<file path="src/rtl/molecule_center_of_mass_pbc_core_assert.svh">
// Assertion macros for the molecule center of mass core.
// Included by the top level; no other dependencies.
`ifndef MOLECULE_CENTER_OF_MASS_PBC_CORE_ASSERT_SVH
`define MOLECULE_CENTER_OF_MASS_PBC_CORE_ASSERT_SVH
`ifndef SYNTH
`define MCOM_ASSERT_IMPL(label, clk, rst, a, c) \
  label: assert property (@(posedge clk) disable iff (rst) (a) |-> (c)) \
    else $error("assertion failed");
`define MCOM_ASSERT_NEXT(label, clk, rst, a, c) \
  label: assert property (@(posedge clk) disable iff (rst) (a) |=> (c)) \
    else $error("assertion failed");
`else
`define MCOM_ASSERT_IMPL(label, clk, rst, a, c)
`define MCOM_ASSERT_NEXT(label, clk, rst, a, c)
`endif
`endif

</file>
<file path="src/rtl/mcom_pkg.sv">
// Shared types and constants for the molecule center of mass core.
// No dependencies.
package mcom_pkg;
  localparam int MaxAtoms = 128;
  localparam int QueueDepth = 2;

  // One finished molecule handed from the accumulator to the divider.
  typedef struct packed {
    logic [63:0] sum_x;
    logic [63:0] sum_y;
    logic [63:0] sum_z;
    logic [23:0] mass;
  } mol_t;

  typedef enum logic [1:0] {
    DIV_IDLE,
    DIV_RUN,
    DIV_DONE
  } div_state_t;

  typedef enum logic [1:0] {
    REG_BOX_X = 2'd0,
    REG_BOX_Y = 2'd1,
    REG_BOX_Z = 2'd2,
    REG_ATOMS = 2'd3
  } reg_idx_t;
endpackage

</file>
<file path="src/rtl/mcom_queue.sv">
// Short queue of finished molecules between front end and divider.
// Depends on mcom_pkg.
module mcom_queue (
  input  logic           clk,
  input  logic           rst,
  input  logic           wr_valid,
  output logic           wr_ready,
  input  mcom_pkg::mol_t wr_data,
  output logic           rd_valid,
  input  logic           rd_ready,
  output mcom_pkg::mol_t rd_data
);
  mcom_pkg::mol_t slots [mcom_pkg::QueueDepth];
  logic       wr_ptr;
  logic       rd_ptr;
  logic [1:0] count;

  assign wr_ready = count != 2'(mcom_pkg::QueueDepth);
  assign rd_valid = count != 2'd0;
  assign rd_data = slots[rd_ptr];

  // Two-entry circular buffer.
  always_ff @(posedge clk) begin
    if (rst) begin
      wr_ptr <= 1'b0;
      rd_ptr <= 1'b0;
      count <= '0;
    end else begin
      if (wr_valid && wr_ready) begin
        slots[wr_ptr] <= wr_data;
        wr_ptr <= !wr_ptr;
      end
      if (rd_valid && rd_ready) begin
        rd_ptr <= !rd_ptr;
      end
      count <= count + 2'(wr_valid && wr_ready) - 2'(rd_valid && rd_ready);
    end
  end
endmodule

</file>
<file path="config.mk">
export PLATFORM = sky130hd
export DESIGN_NAME = mcom_queue
export DESIGN_NICKNAME = d
export VERILOG_FILES = /design/src/rtl/molecule_center_of_mass_pbc_core_assert.svh /design/src/rtl/mcom_pkg.sv /design/src/rtl/mcom_queue.sv
export SDC_FILE = /design/constraint.sdc
export NUM_CORES = 1
export LEC_CHECK = 0
export ABC_AREA = 1
export ABC_CLOCK_PERIOD_IN_PS = 13500
export BUFFER_PORTS_ARGS = -buffer_cell sky130_fd_sc_hd__buf_2
export CAP_MARGIN = 5
export CORE_UTILIZATION = 50
export DETAILED_ROUTE_END_ITERATION = 7
export PLACE_DENSITY = 0.76
export SYNTH_ARGS = -nofsm -noshare
export SYNTH_HDL_FRONTEND = slang
export SYNTH_SLANG_ARGS = --single-unit
</file>
<file path="constraint.sdc">
create_clock -name clk -period 13.5 [get_ports clk]
set_clock_uncertainty 0.15 [all_clocks]
set_input_delay 2.025 -clock clk [delete_from_list [all_inputs] [get_ports clk]]
set_output_delay 2.025 -clock clk [all_outputs]
set_load 0.005 [all_outputs]
</file>
## Yosys cells after proc, flatten, opt, wreduce, memory -nomap -nowiden

Memory sizes are Yosys's and may differ from the RTL's. A register that Yosys moved wholly into a read port is not among the register bits.
Index checks and enable logic that the tools add are counted.

| word-level totals | value |
|---|---|
| memories | 1 |
| register bits | 4 |
| logic and storage cells | 17 |
| output and inout port bits | 218 |
| input port bits | 220 |
| memory bits (writable) | 432 |

| operators by class | value |
|---|---|
| multiplexer cells | 5 |
| reduce and logical (&&, ||, !) cells | 5 |
| equal/unequal tests | 1 |
| add/subtract/negate cells | 2 |

Memories:

| memory | depth | bits a word | read ports | clocked after memory_dff | write ports | RTL line | source |
|---|---|---|---|---|---|---|---|
| slots | 2 | 216 | 1 | 1 | 1 | mcom_queue.sv:13 | `mcom_pkg::mol_t slots [mcom_pkg::QueueDepth];` |

Operator list:

| operator | count |
|---|---|
| 1-bit 2-to-1 mux | 5 |
| 2-bit by 1-bit adder with 2-bit output | 1 |
| 1-bit logical AND | 2 |
| 1-bit logical NOT | 2 |
| 2-bit != test (second input constant) | 1 |
| 2-bit nonzero test | 1 |
| 2-bit by 1-bit subtractor with 2-bit output | 1 |

## Longest topological paths before layout

| depth | value |
|---|---|
| depth in word-level cells | 5 |
| mapped depth | 11 |
| depth with buffers taken out | 11 |

## Least setup slack after synthesis

Ideal clock, no wire load.

| timing | value |
|---|---|
| path kind | input to register |
| start | input port rst |
| end | memory slots[1][0] in the netlist's numbering, enable pin |
| setup time | 0.795 ns |
| cell stages on the path | 3 |
| data required time | 12.555 ns |
| arrival | 11.095 ns |
| path slack | 1.460 ns |
| buffers on the path | 0 |
| path through | inv_1 -> nand2_1 -> nor2_1 |

| on the way | value |
|---|---|
| word-level cells in the longest chain between the ends | 2 |

RTL lines:

| what | RTL line | source |
|---|---|---|
| start, declared | mcom_queue.sv:5 | `input logic rst,` |
| 1-bit 2-to-1 mux | mcom_queue.sv:24 | `if (rst) begin` |
| 1-bit 2-to-1 mux (not written as such) | mcom_queue.sv:30 | `slots[wr_ptr] <= wr_data;` |
| end, declared | mcom_queue.sv:13 |  |

Every way passes these cells.

==> results.yml <==
critical_path:
  crit_required_ps: 11320
  reg2reg_depth: 5
  r2r-end: "slots[0][140]"
  cp_cell_sequence: "buf_4, mux2_4, buf_2"
  critPathMaxStageDelay_ps: 940
  crit_path_top_delay_cell: "buf_4"
  cp-start-kind: "register"
  path_class: "reg2out"
  worstSetupEndpointType: "output pin"
  r2r_setup_slack_ps: 10640
  path_max_fanout: 60
  regToRegStartpoint: "count[0]"
  arrival_ps: 2730
grt:
  grt_pass1_vias: 8326
  grt_pass1_wl_um: 45700
  track_usage_pct: 18.1
  antenna_found_initial: 8
  overflow: 0
  grt_max_degree: 99
clocking:
  cts_hold_buf: 0
  htree_levels: 2
  post_cts_buffers: 0
  cts_tree: "yes"
  clk_latency_ps: 520
  post_cts_resized: 0
  cts_sinks: 437
  cts_max_path_buffers: 3
  clock-root-buffer: "clkbuf_16"
  clk_pin_slew_worst_paths_ps: 60
  cts_buffers: 43
timing:
  slew_violations: 0
  worst_pin_slew_ps: 1120
  max_slew_margin_pct: 25.5
  post-route-period-util_pct: 36.3
  fin_crit_ps: 4900
  fmax_mhz: 204
  finalSetupTns_ps: 0
  hold_viol_final: 0
  rsz0062_at_grt: "false"
  finalSetupViolations: 0
yosys:
  synth.top_cell.area_share_pct: 79.0
  yosys_most_used_dff: "edfxtp_1"
  ys_types: 14
  synth_top_cells_by_count: "edfxtp_1 (432), mux2_4 (140), mux2_2 (76), buf_6 (17)"
  ys_seq_area_share_pct: 79.7
  synth-edff-count: 432
  synth_async_sr_flop_share_pct: 0
  yosysMostFrequentCell: "edfxtp_1"
  synth_top_cell_by_area: "edfxtp_1"
  synth_seq_cells: 437
  syn_area_per_cell_sq_um: 23.1
  syn_nets: 933
  syn-cell-area_sq_mm: 0.0164
  synth_cells: 711
  yosys_warnings: 0
  synthTopCellsByArea: "edfxtp_1 (79%), mux2_4 (13%), mux2_2 (5.2%), buf_6 (1.2%), dfxtp_1 (0.61%)"
die:
  rows: 65
  core_sq_mm: 0.0320
  boundaryPins: 438
  die_h_um: 183
  die_area_sq_mm: 0.0335
  initial_core_util_pct: 51.3
  die_w_um: 183
power:
  power_switching_mw: 0.827
  swShare_pct: 23.6
  powerDensity_mw_per_mm2: 172
  seq_power_share_pct: 47.7
  power.internal_mw: 2.67
  p_leak_nw: 7.81
  worst_ir_drop_vdd_mv: 0.139
  power_frac_clock_pct: 32.3
  p_comb_share_pct: 20.0
final_layout:
  fillCellCount: 2242
  multi_input_area_sq_mm: 0.00309
  area_growth_pct: 24.1
  fin_nets: 1400
  drive_above_1_share_pct: 59.9
  fin_util_pct: 63.7
  regArea_sq_mm: 0.0131
placed_design:
  gp_congestion: 0.731
  hpwl_um: 20900
  io_buffers: 437
detailed_routing:
  ant_nets: 0
  drt-initial-drc-count: 389
  wl_per_cell_um: 19.1
  via_per_inst: 4.96
  drc: 0
  num_vias: 8187
  routed_wl_um: 31500
  firstDrtPassIters: 6
run_status:
  status: "finished clean"
min_path:
  hp-start: "rd_ptr"
  hp-class: "reg2reg"
  worstHoldPathCells: 2
job:
  maxCapViolations: 0
[cells by family after synthesis]
group                      after synthesis  synth area share, %
AOI/OAI and AO/OA                        3                0.107
adders and majority gates                2                0.152
buffers and inverters                   33                 1.59
DFF                                    437                 79.7
muxes                                  216                 18.0
and+or+nand+nor                         20                0.473
[flip-flops by register name, summed over array words and instances (netlist names), named ones only]
name,count
slots,432
wr_ptr,1
rd_ptr,1
count,2
[placed cells by master, fill, tap and decap left out, types with 2 or more instances in the layout]
| master | instances |
|---|---|
| clkbuf_16 | 45 |
| diode_2 | 4 |
| edfxtp_1 | 432 |
| bufinv_16 | 3 |
| buf_4 | 9 |
| dfxtp_1 | 4 |
| clkinv_2 | 11 |
| nand3_1 | 2 |
| mux2_4 | 140 |
| buf_2 | 437 |
| nand2_1 | 9 |
| nor2_1 | 8 |
| mux2_2 | 76 |
| clkbuf_1 | 10 |
| clkinv_1 | 8 |
| ha_1 | 2 |
| inv_1 | 8 |
[critical path, delay by kind of cell (launching register included)]
kind,cells,cell delay (ps)
multiplexers,1,370
buffers and inverters,2,1070
flip-flops,1,710
[power by group through the flow]
| stage | Sequential [mW] | Clock [mW] | Combinational, mW |
|---|---|---|---|
| 3_3_place_gp | 1.69 | 0 | 0.705 |
| 2_1_floorplan | 1.71 | 0 | 0.466 |
| 4_1_cts | 1.67 | 1.16 | 0.712 |
| 3_5_place_dp | 1.70 | 0 | 0.709 |
| 5_1_grt | 1.68 | 1.21 | 0.753 |
| 6_report | 1.67 | 1.13 | 0.699 |
[layer usage]
layer / share of wire, % / wire length, um / global-route usage, % / up-vias
met5: 0.17 / 55 / 0 / -
met4: 3.1 / 979 / 7.23 / 8
met3: 9.3 / 2940 / 6.59 / 72
met2: 51 / 16000 / 32.0 / 354
met1: 37 / 11500 / 19.8 / 4000
li1: - / - / - / 3753
[layout make-up]
cell class | count | area share, %
clock buffers | 55 | 5.72
multi-input cells | 241 | 15.2
inverters | 9 | 0.203
clock inverters | 23 | 0.897
repair buffers | 446 | 11.1
well taps | 435 | 2.67
flip-flops and latches | 437 | 64.2
diodes | 4 | 0.0492
[worst max-delay path by stage]
stage / cells after the start / slack, ps / endpoint / start
after CTS: 3 / 8510 / rd_data[130] / register
after global routing: 3 / 8420 / rd_data[129] / register
after global placement: 5 / 8930 / slots[0][92] / wr_valid
final: 3 / 8600 / rd_data[130] / register
after floorplan: 3 / 1460 / slots[1][0] / rst
after detailed placement: 5 / 8900 / slots[0][144] / wr_valid
[stage by stage]
stage          hold slack (ps)  cells  setup slack, ps  total power, mW  instance area [sq um]
5_1_grt                    413   1650             8420             3.64                  20400
6_report                   379   1650             8600             3.50                  20400
3_3_place_gp               346   1568             8930             2.40                  19000
3_5_place_dp               345   1568             8900             2.41                  19000
4_1_cts                    372   1646             8510             3.54                  20300
2_1_floorplan              317    711             1460             2.17                  16400
Note: power is estimated with default switching activity, not from simulation.
