$ cat src/rtl/molecule_center_of_mass_pbc_core_assert.svh
// Assertion macros for the molecule center of mass core.
// Included by the top level; no other dependencies.
`ifndef MOLECULE_CENTER_OF_MASS_PBC_CORE_ASSERT_SVH
`define MOLECULE_CENTER_OF_MASS_PBC_CORE_ASSERT_SVH
`ifndef SYNTH
`define MCOM_ASSERT_IMPL(label, clk, rst, a, c) \
  label: assert property (@(posedge clk) disable iff (rst) (a) |-> (c)) \
    else $error("assertion failed");
`define MCOM_ASSERT_NEXT(label, clk, rst, a, c) \
  label: assert property (@(posedge clk) disable iff (rst) (a) |=> (c)) \
    else $error("assertion failed");
`else
`define MCOM_ASSERT_IMPL(label, clk, rst, a, c)
`define MCOM_ASSERT_NEXT(label, clk, rst, a, c)
`endif
`endif

$ cat src/rtl/mcom_pkg.sv
// Shared types and constants for the molecule center of mass core.
// No dependencies.
package mcom_pkg;
  localparam int MaxAtoms = 128;
  localparam int QueueDepth = 2;

  // One finished molecule handed from the accumulator to the divider.
  typedef struct packed {
    logic [63:0] sum_x;
    logic [63:0] sum_y;
    logic [63:0] sum_z;
    logic [23:0] mass;
  } mol_t;

  typedef enum logic [1:0] {
    DIV_IDLE,
    DIV_RUN,
    DIV_DONE
  } div_state_t;

  typedef enum logic [1:0] {
    REG_BOX_X = 2'd0,
    REG_BOX_Y = 2'd1,
    REG_BOX_Z = 2'd2,
    REG_ATOMS = 2'd3
  } reg_idx_t;
endpackage

$ cat src/rtl/mcom_divider.sv
// Back end: one-bit-per-cycle restoring divider for the three centers.
// Depends on mcom_pkg.
module mcom_divider (
  input  logic           clk,
  input  logic           rst,
  input  logic           in_valid,
  output logic           in_ready,
  input  mcom_pkg::mol_t in_mol,
  output logic           out_valid,
  input  logic           out_ready,
  output logic [31:0]    center_x,
  output logic [31:0]    center_y,
  output logic [31:0]    center_z,
  output logic [22:0]    total_mass
);
  mcom_pkg::div_state_t state, state_next;
  logic [63:0] mag [3];
  logic [63:0] quo [3];
  logic [24:0] rem [3];
  logic        neg [3];
  logic [23:0] div;
  logic [5:0]  bit_cnt;
  logic [31:0] res [3];

  assign in_ready = state == mcom_pkg::DIV_IDLE;
  assign out_valid = state == mcom_pkg::DIV_DONE;
  assign center_x = res[0];
  assign center_y = res[1];
  assign center_z = res[2];

  // Next state.
  always_comb begin
    state_next = state;
    case (state)
      mcom_pkg::DIV_IDLE: if (in_valid) state_next = mcom_pkg::DIV_RUN;
      mcom_pkg::DIV_RUN:  if (bit_cnt == 6'd0) state_next = mcom_pkg::DIV_DONE;
      mcom_pkg::DIV_DONE: if (out_ready) state_next = mcom_pkg::DIV_IDLE;
      default:            state_next = mcom_pkg::DIV_IDLE;
    endcase
  end

  always_ff @(posedge clk) begin
    if (rst) begin
      state <= mcom_pkg::DIV_IDLE;
    end else begin
      state <= state_next;
    end
  end

  // Datapath: load magnitudes, shift one quotient bit per cycle, then round.
  always_ff @(posedge clk) begin
    logic [63:0] s;
    logic [24:0] r;
    logic [63:0] q;
    logic [25:0] r2;
    case (state)
      mcom_pkg::DIV_IDLE: begin
        if (in_valid) begin
          for (int k = 0; k < 3; k++) begin
            case (k)
              0: s = in_mol.sum_x;
              1: s = in_mol.sum_y;
              default: s = in_mol.sum_z;
            endcase
            neg[k] <= s[63];
            mag[k] <= s[63] ? (~s + 64'd1) : s;
            rem[k] <= '0;
            quo[k] <= '0;
          end
          div <= in_mol.mass;
          total_mass <= (in_mol.mass > 24'h7FFFFF) ? 23'h7FFFFF : in_mol.mass[22:0];
          bit_cnt <= 6'd63;
        end
      end
      mcom_pkg::DIV_RUN: begin
        for (int k = 0; k < 3; k++) begin
          r = {rem[k][23:0], mag[k][63]};
          q = {quo[k][62:0], 1'b0};
          if (r >= {1'b0, div}) begin
            r = r - {1'b0, div};
            q[0] = 1'b1;
          end
          rem[k] <= r;
          quo[k] <= q;
          mag[k] <= {mag[k][62:0], 1'b0};
          if (bit_cnt == 6'd0) begin
            // Round half away from zero, then saturate.
            r2 = {r, 1'b0};
            if (r2 >= {2'b00, div}) q = q + 64'd1;
            if (div == 24'd0) begin
              res[k] <= '0;
            end else if (neg[k]) begin
              res[k] <= (q > 64'h80000000) ? 32'h80000000 : 32'(~q + 64'd1);
            end else begin
              res[k] <= (q > 64'h7FFFFFFF) ? 32'h7FFFFFFF : q[31:0];
            end
          end
        end
        bit_cnt <= bit_cnt - 6'd1;
      end
      default: ;
    endcase
  end
endmodule

$ cat config.mk
export PLATFORM = sky130hd
export DESIGN_NAME = mcom_divider
export DESIGN_NICKNAME = d
export VERILOG_FILES = /design/src/rtl/molecule_center_of_mass_pbc_core_assert.svh /design/src/rtl/mcom_pkg.sv /design/src/rtl/mcom_divider.sv
export SDC_FILE = /design/constraint.sdc
export NUM_CORES = 2
export LEC_CHECK = 0
export BUFFER_PORTS_ARGS = -buffer_cell sky130_fd_sc_hd__buf_2
export CAP_MARGIN = 40
export CELL_PAD_IN_SITES_DETAIL_PLACEMENT = 2
export CELL_PAD_IN_SITES_GLOBAL_PLACEMENT = 2
export CORE_ASPECT_RATIO = 1.5
export CORE_MARGIN = 8
export CORE_UTILIZATION = 40
export CTS_BUF_LIST = sky130_fd_sc_hd__clkbuf_8
export CTS_CLUSTER_SIZE = 25
export DETAILED_ROUTE_END_ITERATION = 12
export MAX_ROUTING_LAYER = met4
export PLACE_DENSITY = 0.84
export SYNTH_ARGS = -nofsm -noshare
export SYNTH_HDL_FRONTEND = slang
export SYNTH_SLANG_ARGS = --single-unit
$ cat constraint.sdc
create_clock -name clk -period 10.2 [get_ports clk]
set_clock_uncertainty 0.2 [all_clocks]
set_input_delay 0.51 -clock clk [delete_from_list [all_inputs] [get_ports clk]]
set_output_delay 0.51 -clock clk [all_outputs]
set_load 0.05 [all_outputs]
Word level (Yosys, flattened, before mapping):

Memories as Yosys holds them, arrays and structs flattened.
Cells that the tools add are included.
W data, S select, Z words.

* reduce and logical (&&, ||, !) cells: 7
* order comparisons: 13
* bitwise operators: 21
* add/subtract/negate cells: 13
* mux-type cells: 96
* equality and inequality tests: 5

Operators with widths (count)
* $mux W64: 24
* $add A64 B1 Y64 const B: 6
* $mux W32: 12
* $mux W25: 9
* $gt A64 B31 Y1 const B: 3
* $gt A64 B32 Y1 const B: 3
* $not A64 Y64: 3
* $add A32 B1 Y32 const B: 3
* $not A32 Y32: 3
* $ge A26 B24 Y1: 3
* $ge A25 B24 Y1: 3
* $sub A25 B24 Y25: 3
* $mux W1: 45
* $gt A24 B23 Y1 const B: 1
* $logic_not A24 Y1: 1
* $or A1 B1 Y1: 15
* $pmux W6 S2: 1
* $logic_not A6 Y1: 1
* $mux W2: 3
* $mux W6: 1
* $pmux W2 S3: 1
* $sub A6 B1 Y6 const B: 1
* $ne A2 B2 Y1 const B: 2
* $reduce_and A2 Y1: 2
* 6 further kinds: 6

* register bits: 55
* memories kept: 5
* output and inout port bits: 121
* input bits: 220
* word-level logic and storage cells: 164
* RAM bits: 558

Memories
* mag: depth 3, width 64, rd ports 3, clocked after Yosys merged registers in 0, write ports 3, line mcom_divider.sv:17 `logic [63:0] mag [3];`
* quo: depth 3, width 64, rd ports 3, clocked after Yosys merged registers in 0, write ports 3, line mcom_divider.sv:18 `logic [63:0] quo [3];`
* res: depth 3, width 32, rd ports 3, clocked after Yosys merged registers in 0, write ports 3, line mcom_divider.sv:23 `logic [31:0] res [3];`
* rem: depth 3, width 25, rd ports 3, clocked after Yosys merged registers in 0, write ports 3, line mcom_divider.sv:19 `logic [24:0] rem [3];`
* neg: depth 3, width 1, rd ports 3, clocked after Yosys merged registers in 0, write ports 3, line mcom_divider.sv:20 `logic neg [3];`

Logic depth before layout (Yosys ltp):

* depth in word-level cells: 12
* gate-level depth with buffers: 36
* gate-level depth less buffers: 32

Least setup slack after synthesis:

Ideal clock, no wire load.

* path type: reg-to-reg
* start: reg state[0]
* end: mem mag[0][0] (enable)
* arrival time: 7.933 ns
* data required time: 9.370 ns
* setup slack: 1.436 ns
* stages on the path, launching flop included: 4
* buffers on the path: 0
* setup time: 0.630 ns
* clock period less this slack: 8.764 ns
* cell sequence: dfxtp_1 nor2_1 and2_1 or2_2

RTL lines
* start, declared: line mcom_divider.sv:16 `mcom_pkg::div_state_t state, state_next;`
* start signal, assigned: line mcom_divider.sv:44 `state <= mcom_pkg::DIV_IDLE;`
* start signal, assigned: line mcom_divider.sv:46 `state <= state_next;`
* end, declared: line mcom_divider.sv:17

==> out/summary.txt <==
Run status: finished, final reports clean
Sequential element share of the synthesized area: 43.8%
Drt wl/cell: 26.9 um
Final #Nets: 5,309
Root Buffer: clkbuf_8
Synth Warn #: 0
Core ar.: 104,000 um^2
Synth Flop Type: edfxtp_1
#FFs+latches synth: 607
Slew Limit Fails: 0
Critical path type: reg2reg
Final hold slack: 0.0485 ns
Worst hold path class: in2reg
Worst setup EP type: flop
Startpoint Class: flop
Clock sinks: 607
Largest net degree at the start of global routing: 243
Post-Syn Area per Cell: 9.44 um^2
Critical Path RT: 10.50 ns
Number of flops mapped to enable cells by yosys: 605
CTS tree: done
Syn Nets: 4,777
Period minus WS final: 9.23 ns
Clk_lat worst skew: 0.81 ns
CP Data Arrival Time: 9.53 ns
WL final: 173,000 um
First-pass GRT wire length: 262,000 um
Initial Util: 40.1%
Finished Layout Cells: 6,432
Total Neg Setup Slack: 0 ns
VDD IR max: 0.0916 mV
DRT antenna net count: 0
Max stage delay on crit path: 0.75 ns
Die area: 115,000 um^2
Power Density: 160 nW/um^2
Top Ports: 341
Static Leakage: 17.8 nW
Post-Synthesis Cells: 4,402
Num CTS Buffers: 102
Via count: 38.7k
Post-DP HPWL: 110,000 um
Post-synth top area share: 43.7%
Slew headroom: 27.2%
FFs w/ async S/R, synth: 0%
Most numerous cell in the Yosys netlist: edfxtp_1
Routability cong.: 0.906
Area delta synth->final: 17.9%
Final total power: 7.83 mW
CTS max path bufs: 3
Final Hold Viols: 0
Core Rows: 145
Fill cells: 11.0k
Ranking of synthesized cells by area: edfxtp_1 (44%), xor2_1 (5.8%), o21ai_0 (4.9%)
Die Width: 279 um
DP Cell Count: 6,013
DR DRC count: 0
Final setup violating endpoints: 0
RSZ-0062 raised after global routing: false
Die span in y: 411 um
Layout cells sized above 1: 13.2%
Finished Core Util: 47.3%
Worst Max-Slew Pin Slew: 1.09 ns
Critical path's slowest cell: nor2_2
1st-iter DRT viols: 2,298
Cell variety after synth: 104
GRT overflow: 0
H-tree depth: 3
Synth area leader: edfxtp_1
Initial antenna violation count: 16
Gr usage total: 29.6%
Clock-pin slew of the registers on the worst-case setup and hold paths: 0.06 ns
PortBufs: 340
Max-cap viol count: 0
CP max FO: 19
Post-Syn Area: 41,600 um^2
Detailed-route vias per instance: 6.02
Fmax: 108 MHz
Vias in the first global route: 43.0k
Commonest cells in the synthesized netlist: edfxtp_1 (605), nand2_1 (531), o21ai_0 (407)
Initial DRT Pass Iterations: 5
Final period util: 90.5%
layout make-up:
type,instances,area [um^2],share of cell area [%]
antenna,21,52.6,0.107
clock buffer,103,1420,2.89
clock inverter,82,468,0.955
inverter,112,420,0.858
multi-input combinational,3482,22200,45.2
sequential,607,18200,37.2
tap,1396,1750,3.56
timing repair buffer,629,4530,9.25
power by group:
| group | total (mW) | switching, mW | internal, mW | leakage (nW) |
|---|---|---|---|---|
| Clock | 2.23 | 1.18 | 1.05 | 1.07 |
| Sequential | 3.26 | 0.214 | 3.05 | 5.83 |
| Combinational | 2.35 | 1.51 | 0.836 | 10.9 |
| Total | 7.83 | 2.91 | 4.93 | 17.8 |
layer usage:
metal	vias up	global-route usage, %	part of all wire [%]
li1	17300	-	-
met1	19700	30.7	37
met2	1199	54.5	53
met3	499	3.79	4.1
met4	0	15.2	5.6
met5	-	-	0
repair_timing:
action	CTS	global route
hold buffers	213	0
buffers inserted	0	0
resized for setup	0	0
endpoints found under the hold margin	238	0
sequential cells by signal, summed over array words and instances, names as in the netlist:
signal,flops
mag,192
quo,189
state,2
bit_cnt,6
total_mass,23
div,24
res,96
neg,3
rem,72
path summary, 6_finish.rpt:
check                                  from  slack [ns]  cells after the start         end
worst max-delay path                 div[0]        0.97                     30  res[1][26]
worst min-delay path            in_mol[208]        0.05                      3  mag[0][56]
worst max register to register       div[0]        0.97                     30  res[1][26]
worst min register to register   mag[0][18]        0.33                      2  mag[0][19]
worst max-delay path: cells and delay by family, from the launching register on:
family | cells | cell delay [ns]
buffers and inverters | 1 | 0.07
flip-flops | 1 | 0.57
AND/OR/NAND/NOR | 9 | 3.12
multiplexers | 1 | 0.30
AO/OA/AOI/OAI | 13 | 3.00
XOR/XNOR | 2 | 0.33
adder cells (fa/ha/maj) | 4 | 1.31
cells in the final DEF (no fill, tap or decap), types with 20 or more instances in the layout:
cell type      instances
o21ai_0              407
nand3_1              151
edfxtp_1             605
nand2b_1              37
clkbuf_8             103
and3_1                63
nand4_1               77
and4_1                28
nor2_1               271
inv_1                141
o41ai_1               31
a211oi_1              36
or2_2                 53
a21oi_1              177
o21a_1                26
or4_1                 34
mux2i_1               20
xnor2_1              150
o31ai_1               75
o22ai_1               22
ha_1                 152
nor2b_1               22
nor3_1                90
xor2_1               277
a31oi_1               34
and2_1               267
clkinv_1              27
nand2_1              531
diode_2               21
buf_2                342
a21o_1                29
o211ai_1              36
buf_4                 61
or3_1                 60
nor4_1                54
dlygate4sd3_1        213
stage by stage:
stage	worst slack [ns]	area, um^2
6_report	0.972	49000
5_1_grt	0.361	49000
4_1_cts	1.04	49000
3_5_place_dp	1.21	44900
3_3_place_gp	0.953	44800
2_1_floorplan	1.44	41600
cells by family after synthesis:
group	share of synthesized area [%]
XOR/XNOR	9.00
multiplexers	0.915
AND/OR/NAND/NOR	22.6
adder cells (fa/ha/maj)	4.72
buffers and inverters	2.94
flip-flops	43.8
AO/OA/AOI/OAI	16.0
(Power assumes the default switching activity.)
